[config.mk]
export PLATFORM = sky130hd
export DESIGN_NAME = sorted_insert_priority_queue_flat
export DESIGN_NICKNAME = d
export VERILOG_FILES = /design/src/hw/rtl/sipq_pkg.sv /design/src/hw/rtl/sipq_if.sv /design/src/hw/rtl/sipq_cell.sv /design/src/hw/rtl/sorted_insert_priority_queue.sv /design/src/flat_wrapper.sv
export SDC_FILE = /design/constraint.sdc
export NUM_CORES = 2
export LEC_CHECK = 0
export BUFFER_PORTS_ARGS = -buffer_cell sky130_fd_sc_hd__buf_2
export CORE_MARGIN = 5
export CORE_UTILIZATION = 64
export DETAILED_ROUTE_END_ITERATION = 16
export PLACE_DENSITY_LB_ADDON = 0.15
export SETUP_SLACK_MARGIN = 0.05
export SLEW_MARGIN = 30
export SYNTH_ARGS = -nofsm -noshare
export SYNTH_HDL_FRONTEND = slang
export SYNTH_SLANG_ARGS = --single-unit
[constraint.sdc]
create_clock -name i_clk -period 12 [get_ports i_clk]
set_clock_uncertainty 0.2 [all_clocks]
set_input_delay 0 -clock i_clk [delete_from_list [all_inputs] [get_ports i_clk]]
set_output_delay 0 -clock i_clk [all_outputs]
set_load 0.01 [all_outputs]
[src/hw/rtl/sipq_pkg.sv]
`default_nettype none

package sipq_pkg;

    localparam int DATA_W = 32;

    // request codes
    localparam logic [1:0] ACT_APPEND = 2'd0;
    localparam logic [1:0] ACT_SORTED = 2'd1;
    localparam logic [1:0] ACT_POP    = 2'd2;

    // cell operations
    localparam logic [1:0] CELL_HOLD   = 2'd0;
    localparam logic [1:0] CELL_APPEND = 2'd1;
    localparam logic [1:0] CELL_INSERT = 2'd2;
    localparam logic [1:0] CELL_POP    = 2'd3;

    typedef struct packed {
        logic signed [DATA_W-1:0] value;
        logic signed [DATA_W-1:0] pri;
    } t_entry;

    typedef struct packed {
        logic [1:0] op;
        logic       capture;
        t_entry     item;
    } t_cell_cmd;

endpackage

`default_nettype wire

[src/hw/rtl/sipq_if.sv]
`default_nettype none

interface sipq_req_if;
    logic               valid;
    logic               ready;
    logic [1:0]         action;
    logic signed [31:0] item_value;
    logic signed [31:0] item_priority;

    modport source (output valid, output action, output item_value, output item_priority,
                    input ready);
    modport sink   (input valid, input action, input item_value, input item_priority,
                    output ready);
endinterface

interface sipq_rsp_if;
    logic               valid;
    logic               ready;
    logic signed [31:0] head_value;
    logic signed [31:0] head_priority;
    logic               is_empty;
    logic               is_full;
    logic               dropped;

    modport source (output valid, output head_value, output head_priority,
                    output is_empty, output is_full, output dropped, input ready);
    modport sink   (input valid, input head_value, input head_priority,
                    input is_empty, input is_full, input dropped, output ready);
endinterface

`default_nettype wire

[src/hw/rtl/sipq_cell.sv]
`default_nettype none

module sipq_cell #(
    parameter int IDX = 0,
    parameter int CW  = 5
) (
    input  wire logic              i_clk,
    input  wire logic              i_rst_n,
    input  wire sipq_pkg::t_cell_cmd i_cmd,
    input  wire logic [CW-1:0]     i_count,
    input  wire sipq_pkg::t_entry  i_left,
    input  wire sipq_pkg::t_entry  i_right,
    input  wire logic              i_found,
    output sipq_pkg::t_entry       o_ent,
    output logic                   o_found
);
    import sipq_pkg::*;

    t_entry r_ent;
    t_entry n_ent;
    logic   r_stay;
    logic   w_occupied;

    assign w_occupied = i_count > CW'(IDX);

    // insertion point is the first cell that does not keep its place
    assign o_found = i_found | ~r_stay;
    assign o_ent   = r_ent;

    always_comb begin
        n_ent = r_ent;
        case (i_cmd.op)
            CELL_APPEND: begin
                if (i_count == CW'(IDX)) n_ent = i_cmd.item;
            end
            CELL_INSERT: begin
                if (i_found) begin
                    n_ent = i_left;
                end else if (!r_stay) begin
                    n_ent = i_cmd.item;
                end
            end
            CELL_POP:  n_ent = i_right;
            CELL_HOLD: n_ent = r_ent;
            default:   n_ent = r_ent;
        endcase
    end

    always_ff @(posedge i_clk) begin
        r_ent <= n_ent;
    end

    always_ff @(posedge i_clk) begin
        if (!i_rst_n) begin
            r_stay <= 1'b0;
        end else if (i_cmd.capture) begin
            r_stay <= w_occupied && !(r_ent.pri < i_cmd.item.pri);
        end
    end

endmodule

`default_nettype wire

[src/hw/rtl/sorted_insert_priority_queue.sv]
// a request goes through S_APPLY, then S_REPORT, which registers its response
// one request at a time (accept, shift the cell chain, load the response)
// the sorted push compares in every cell at transfer and shifts the chain in the next cycle
// the insertion point ripples through the cells as one or-gate per cell
// reset: synchronous, active low; the queue is empty after it, no clearing pass
`default_nettype none

module sorted_insert_priority_queue #(
    parameter int CAPACITY = 16
) (
    input  wire logic  i_clk,
    input  wire logic  i_rst_n,
    sipq_req_if.sink   i_req,
    sipq_rsp_if.source o_rsp
);
    import sipq_pkg::*;

    localparam int CW = $clog2(CAPACITY + 1);

    localparam logic [1:0] S_IDLE   = 2'd0;
    localparam logic [1:0] S_APPLY  = 2'd1;
    localparam logic [1:0] S_REPORT = 2'd2;

    logic [1:0]    r_state;
    logic [CW-1:0] r_count;
    logic [1:0]    r_act;
    t_entry        r_item;
    logic          r_drop;

    logic               r_out_valid;
    logic signed [31:0] r_out_value;
    logic signed [31:0] r_out_pri;
    logic               r_out_empty;
    logic               r_out_full;
    logic               r_out_drop;

    t_cell_cmd w_cmd;
    t_entry    w_ent   [CAPACITY];
    logic      w_found [CAPACITY+1];
    logic      w_xfer_in;
    logic      w_full;
    logic      w_is_push;
    logic      w_load;

    assign w_full    = r_count == CW'(CAPACITY);
    assign w_is_push = (i_req.action == ACT_APPEND) || (i_req.action == ACT_SORTED);
    assign i_req.ready = r_state == S_IDLE;
    assign w_xfer_in   = i_req.valid && i_req.ready;
    assign w_load      = (r_state == S_REPORT) && (!r_out_valid || o_rsp.ready);

    always_comb begin
        w_cmd.capture    = w_xfer_in;
        w_cmd.item.value = w_xfer_in ? i_req.item_value : r_item.value;
        w_cmd.item.pri   = w_xfer_in ? i_req.item_priority : r_item.pri;
        w_cmd.op         = CELL_HOLD;
        if (r_state == S_APPLY && !r_drop) begin
            case (r_act)
                ACT_APPEND: w_cmd.op = CELL_APPEND;
                ACT_SORTED: w_cmd.op = CELL_INSERT;
                ACT_POP:    w_cmd.op = (r_count != '0) ? CELL_POP : CELL_HOLD;
                default:    w_cmd.op = CELL_HOLD;
            endcase
        end
    end

    assign w_found[0] = 1'b0;

    for (genvar g = 0; g < CAPACITY; g++) begin : g_cell
        t_entry w_left;
        t_entry w_right;
        if (g == 0) begin : g_first
            assign w_left = w_cmd.item;
        end else begin : g_mid
            assign w_left = w_ent[g-1];
        end
        if (g == CAPACITY - 1) begin : g_last
            assign w_right = w_ent[g];
        end else begin : g_inner
            assign w_right = w_ent[g+1];
        end
        sipq_cell #(.IDX(g), .CW(CW)) u_cell (
            .i_clk   (i_clk),
            .i_rst_n (i_rst_n),
            .i_cmd   (w_cmd),
            .i_count (r_count),
            .i_left  (w_left),
            .i_right (w_right),
            .i_found (w_found[g]),
            .o_ent   (w_ent[g]),
            .o_found (w_found[g+1])
        );
    end

    always_ff @(posedge i_clk) begin
        if (w_xfer_in) begin
            r_act  <= i_req.action;
            r_item <= '{value: i_req.item_value, pri: i_req.item_priority};
            r_drop <= w_is_push && w_full;
        end
        if (w_load) begin
            r_out_value <= (r_count != '0) ? w_ent[0].value : '0;
            r_out_pri   <= (r_count != '0) ? w_ent[0].pri : '0;
            r_out_empty <= r_count == '0;
            r_out_full  <= w_full;
            r_out_drop  <= r_drop;
        end
    end

    always_ff @(posedge i_clk) begin
        if (!i_rst_n) begin
            r_state     <= S_IDLE;
            r_count     <= '0;
            r_out_valid <= 1'b0;
        end else begin
            case (r_state)
                S_IDLE: begin
                    if (w_xfer_in) r_state <= S_APPLY;
                end
                S_APPLY: begin
                    case (w_cmd.op)
                        CELL_APPEND, CELL_INSERT: r_count <= r_count + CW'(1);
                        CELL_POP:                 r_count <= r_count - CW'(1);
                        default:                  r_count <= r_count;
                    endcase
                    r_state <= S_REPORT;
                end
                S_REPORT: begin
                    if (w_load) r_state <= S_IDLE;
                end
                default: r_state <= S_IDLE;
            endcase
            if (w_load) begin
                r_out_valid <= 1'b1;
            end else if (o_rsp.ready) begin
                r_out_valid <= 1'b0;
            end
        end
    end

    assign o_rsp.valid         = r_out_valid;
    assign o_rsp.head_value    = r_out_value;
    assign o_rsp.head_priority = r_out_pri;
    assign o_rsp.is_empty      = r_out_empty;
    assign o_rsp.is_full       = r_out_full;
    assign o_rsp.dropped       = r_out_drop;

endmodule

`default_nettype wire

[src/flat_wrapper.sv]
// flat-port wrapper written by rule: the top's interface ports become plain ports
module sorted_insert_priority_queue_flat import sipq_pkg::*;
#(
    parameter int CAPACITY = 16
)
  (i_clk, i_rst_n, i_req_valid, i_req_action, i_req_item_value, i_req_item_priority, i_req_ready, o_rsp_valid, o_rsp_head_value, o_rsp_head_priority, o_rsp_is_empty, o_rsp_is_full, o_rsp_dropped, o_rsp_ready);
  sipq_req_if i_req_i ();
  sipq_rsp_if o_rsp_i ();
  input  wire logic i_clk;
  input  wire logic i_rst_n;
  input wire logic [$bits(i_req_i.valid)-1:0] i_req_valid;
  input wire logic [$bits(i_req_i.action)-1:0] i_req_action;
  input wire logic [$bits(i_req_i.item_value)-1:0] i_req_item_value;
  input wire logic [$bits(i_req_i.item_priority)-1:0] i_req_item_priority;
  output wire logic [$bits(i_req_i.ready)-1:0] i_req_ready;
  output wire logic [$bits(o_rsp_i.valid)-1:0] o_rsp_valid;
  output wire logic [$bits(o_rsp_i.head_value)-1:0] o_rsp_head_value;
  output wire logic [$bits(o_rsp_i.head_priority)-1:0] o_rsp_head_priority;
  output wire logic [$bits(o_rsp_i.is_empty)-1:0] o_rsp_is_empty;
  output wire logic [$bits(o_rsp_i.is_full)-1:0] o_rsp_is_full;
  output wire logic [$bits(o_rsp_i.dropped)-1:0] o_rsp_dropped;
  input wire logic [$bits(o_rsp_i.ready)-1:0] o_rsp_ready;
  assign i_req_i.valid = i_req_valid;
  assign i_req_i.action = i_req_action;
  assign i_req_i.item_value = i_req_item_value;
  assign i_req_i.item_priority = i_req_item_priority;
  assign i_req_ready = i_req_i.ready;
  assign o_rsp_valid = o_rsp_i.valid;
  assign o_rsp_head_value = o_rsp_i.head_value;
  assign o_rsp_head_priority = o_rsp_i.head_priority;
  assign o_rsp_is_empty = o_rsp_i.is_empty;
  assign o_rsp_is_full = o_rsp_i.is_full;
  assign o_rsp_dropped = o_rsp_i.dropped;
  assign o_rsp_i.ready = o_rsp_ready;
  sorted_insert_priority_queue #(.CAPACITY(CAPACITY)) u_core (.i_clk(i_clk), .i_rst_n(i_rst_n), .i_req(i_req_i), .o_rsp(o_rsp_i));
endmodule
==> reports/metrics.csv <==
metric,value,unit
DIE AREA,116000,um2
Period minus WS final,6310,ps
status,finished clean,
clk_lat worst skew,760,ps
Final Instance Area,77000,um2
Post-synth top flop,edfxtp_1,
Synth Register Bits,1182,
# rows,121,
share of cells above drive strength 1,0.103,
Seq pwr share,0.467,
wire length per cell,27.5,um
Synth Warn #,0,
asr flop ratio synth,0,
fin. max-slew vios,0,
# port buffers,138,
crit path launch type,flop,
total grt overflow,0,
Final Cycle Share,0.526,
Yosys cell types,74,
die width,340,um
Worst VDD drop,140,uV
H-tree Lvls,4,
setup tns final,0,ps
Vias per Instance,7.30,
DR vias,57200,
GP Congestion,0.925,
post-DP HPWL,132,mm
placed cells,7441,
RSZ-0062 raised after global routing,no,
switching share of power,0.260,
First-pass DRT Iterations,7,
FMAX,158,MHz
Core Box Area,109000,um2
Initial Util,0.643,
Worst Setup End Kind,flop,
Logic pwr share,0.140,
clock sinks,1182,
initial antenna violation count,3,
clock transition at the registers of the reported paths,60,ps
first-pass GRT wire length,323,mm
cts bufs inserted,133,
CTS tree,built,
post-synthesis cell count,6338,
fin util,0.709,
Psw,2.69,mW
Mapped Nets,6914,
"Cell Area, Synth",69800,um2
Antenna Nets Post-Route,0,
worst slew pin tran,1040,ps
DP Area,71200,um2
cell internal pwr,7.65,mW
Post-synth EDFFs,1158,
number of I/O pins,139,
Iter 0 DRT Violations,8052,
final hold vios,0,
Final Power,10.3,mW
Pwr Density,134,nW/um2
Post-Route WL,215,mm
# nets final,6881,
post-synthesis sequential area ratio,0.505,
Clock power frac,0.393,
Pleak,28.7,nW
die height,340,um
Worst EP arrival,6630,ps
overall routing resource usage,0.355,
max_slew headroom,0.303,
largest net degree at the start of global routing,227,
Critical Path RT,12320,ps
vias in the first global route,53900,
root buf cell,clkbuf_16,
Area Overhead vs Synth,10.3,%
Hold Crit Class,in -> reg,
critical path type,reg -> reg,
final setup vio count,0,
Post-Layout Cell Count,7826,
maxcap violations,0,
DRC,0,
synthesized area per cell,11.0,um2
Clock Path Buffers,3,
crit-path max FO,78,
-- synthesized netlist by cell type (5+ instances only) --
master,instances,share of area
a21oi_2,25,0.0031
a21boi_0,6,0.00064
ha_1,506,0.091
a32o_1,6,0.00086
and3_1,15,0.0013
buf_4,6,0.00064
clkbuf_1,393,0.021
nor3_1,22,0.0016
dfxtp_1,24,0.0069
o31ai_1,6,0.00064
nand3_1,52,0.0037
a211o_1,56,0.0070
nand4_1,94,0.0084
o21ai_0,469,0.034
a2111oi_0,6,0.00075
a21o_1,99,0.011
a221oi_1,12,0.0015
nor4_1,13,0.0012
nand2_1,478,0.026
edfxtp_1,1158,0.50
a211oi_1,70,0.0075
o21a_1,14,0.0015
o221ai_1,7,0.00088
nor2_1,641,0.034
buf_2,138,0.0099
o211ai_1,39,0.0042
o311a_1,5,0.00072
and2_1,73,0.0065
nor2_2,26,0.0023
nor2b_1,11,0.00099
a22oi_1,105,0.011
a21oi_1,802,0.057
a221o_1,738,0.11
inv_1,15,0.00081
or3_1,9,0.00081
nand3b_1,5,0.00054
buf_6,29,0.0047
a31oi_1,12,0.0011
buf_1,10,0.00054
mux2i_4,61,0.020
nand2b_1,8,0.00072
-- worst max-delay path, stage by stage (launching register included) --
cell      delay (ps)
dfxtp_1          570
inv_1            120
ha_1             230
nor3b_1          160
nand2_2          110
buf_4            740
nand2_1          130
mux2i_1          160
nand2_1          140
inv_1            190
ha_4             780
or2_4            710
buf_4            710
nor2_1           420
a211oi_1         330
a21oi_1           70
a21o_1           180
-- power groups by stage --
stage               clock [mW]  combinational, mW  sequential (mW)
floorplan                    0              0.994             4.90
global placement             0               1.30             4.91
detailed placement           0               1.36             4.92
CTS                       4.09               1.41             4.83
global route              4.26               1.56             4.84
finish                    4.07               1.44             4.83
-- kinds of logic after synthesis --
group | synth area share
AOI/OAI and AO/OA | 0.254
xor gates and xnor gates | 0.000502
adders and majority gates | 0.0907
buffers and inverters | 0.0389
DFF | 0.505
muxes | 0.0208
and+or+nand+nor | 0.0909
-- through the flow --
step	setup WS, ps	hold WS, ps
2_1_floorplan	3390	-101
3_3_place_gp	5660	-20.6
3_5_place_dp	5850	-16.9
4_1_cts	5770	52.3
5_1_grt	5430	117
6_report	5690	112
-- flip-flops by register name, summed over array words and instances, names as in the netlist, 2 cells and up --
signal / flops
u_core.g_cell.u_cell.o_ent: 1024
u_core.g_cell.u_cell.r_stay: 16
u_core.o_rsp.head_priority: 32
u_core.o_rsp.head_value: 32
u_core.r_act: 2
u_core.r_count: 5
u_core.r_item: 64
u_core.r_state: 2
-- worst paths after layout --
kind                            slack [ps]                                           end                                         start  depth (start not counted)
worst min-delay path                   110  u_core.g_cell[15].u_cell.o_ent[53]$_DFFE_PP_                          i_req_item_value[21]                          4
worst min register to register         290  u_core.g_cell[13].u_cell.r_stay$_SDFFE_PN0N_  u_core.g_cell[13].u_cell.r_stay$_SDFFE_PN0N_                          2
worst max-delay path                  5690  u_core.g_cell[10].u_cell.o_ent[31]$_DFFE_PP_                u_core.r_count[0]$_SDFFE_PN0P_                         16
worst max register to register        5690  u_core.g_cell[10].u_cell.o_ent[31]$_DFFE_PP_                u_core.r_count[0]$_SDFFE_PN0P_                         16
-- what timing repair did --
item                                     CTS  global route
setup buffers                              0             0
resized for setup                          0             0
hold endpoints to repair                1109             0
endpoints found under the setup margin     0             0
hold buffers                             136             0
-- cell type report --
| cell class | instances | area (um2) |
|---|---|---|
| fill | 7662 | 31500 |
| antenna | 1 | 2.50 |
| clock inverter | 68 | 656 |
| inverter | 17 | 68.8 |
| tap | 1414 | 1770 |
| timing repair buffer | 412 | 3350 |
| sequential | 1182 | 35300 |
| multi-input combinational | 4559 | 32300 |
| clock buffer | 173 | 3580 |
-- cells in the final DEF (no fill, tap or decap), types with 7 or more instances in the layout --
cell and count:
clkinv_2 24, ha_1 504, dfxtp_1 23, nor4_1 10, a211oi_1 64, and2_1 69
bufinv_16 10, inv_1 14, o211ai_1 39, nand2_1 474, a22oi_1 105, buf_4 116
nor2_2 46, nor3_1 18, a21o_1 99, a21oi_2 25, nor2b_1 8, o21a_1 14
nand2b_1 7, nor2_1 620, edfxtp_1 1158, buf_12 8, a221o_1 738, clkinv_1 20
a211o_1 56, nand4_1 94, a31oi_1 11, clkbuf_1 32, a221oi_1 7, clkbuf_16 135
dlygate4sd3_1 136, nand3_1 50, o21ai_0 468, mux2i_4 62, and3_1 14, buf_2 138
or3_1 9, o221ai_1 7, a21oi_1 802
-- metal layers --
layer  global-route usage  wire length [um]
met5                    0                13
met1                0.495             85100
met4                0.151             10000
met2                0.553             97300
met3               0.0628             22500
No activity file was read; power rests on OpenSTA's default activity.
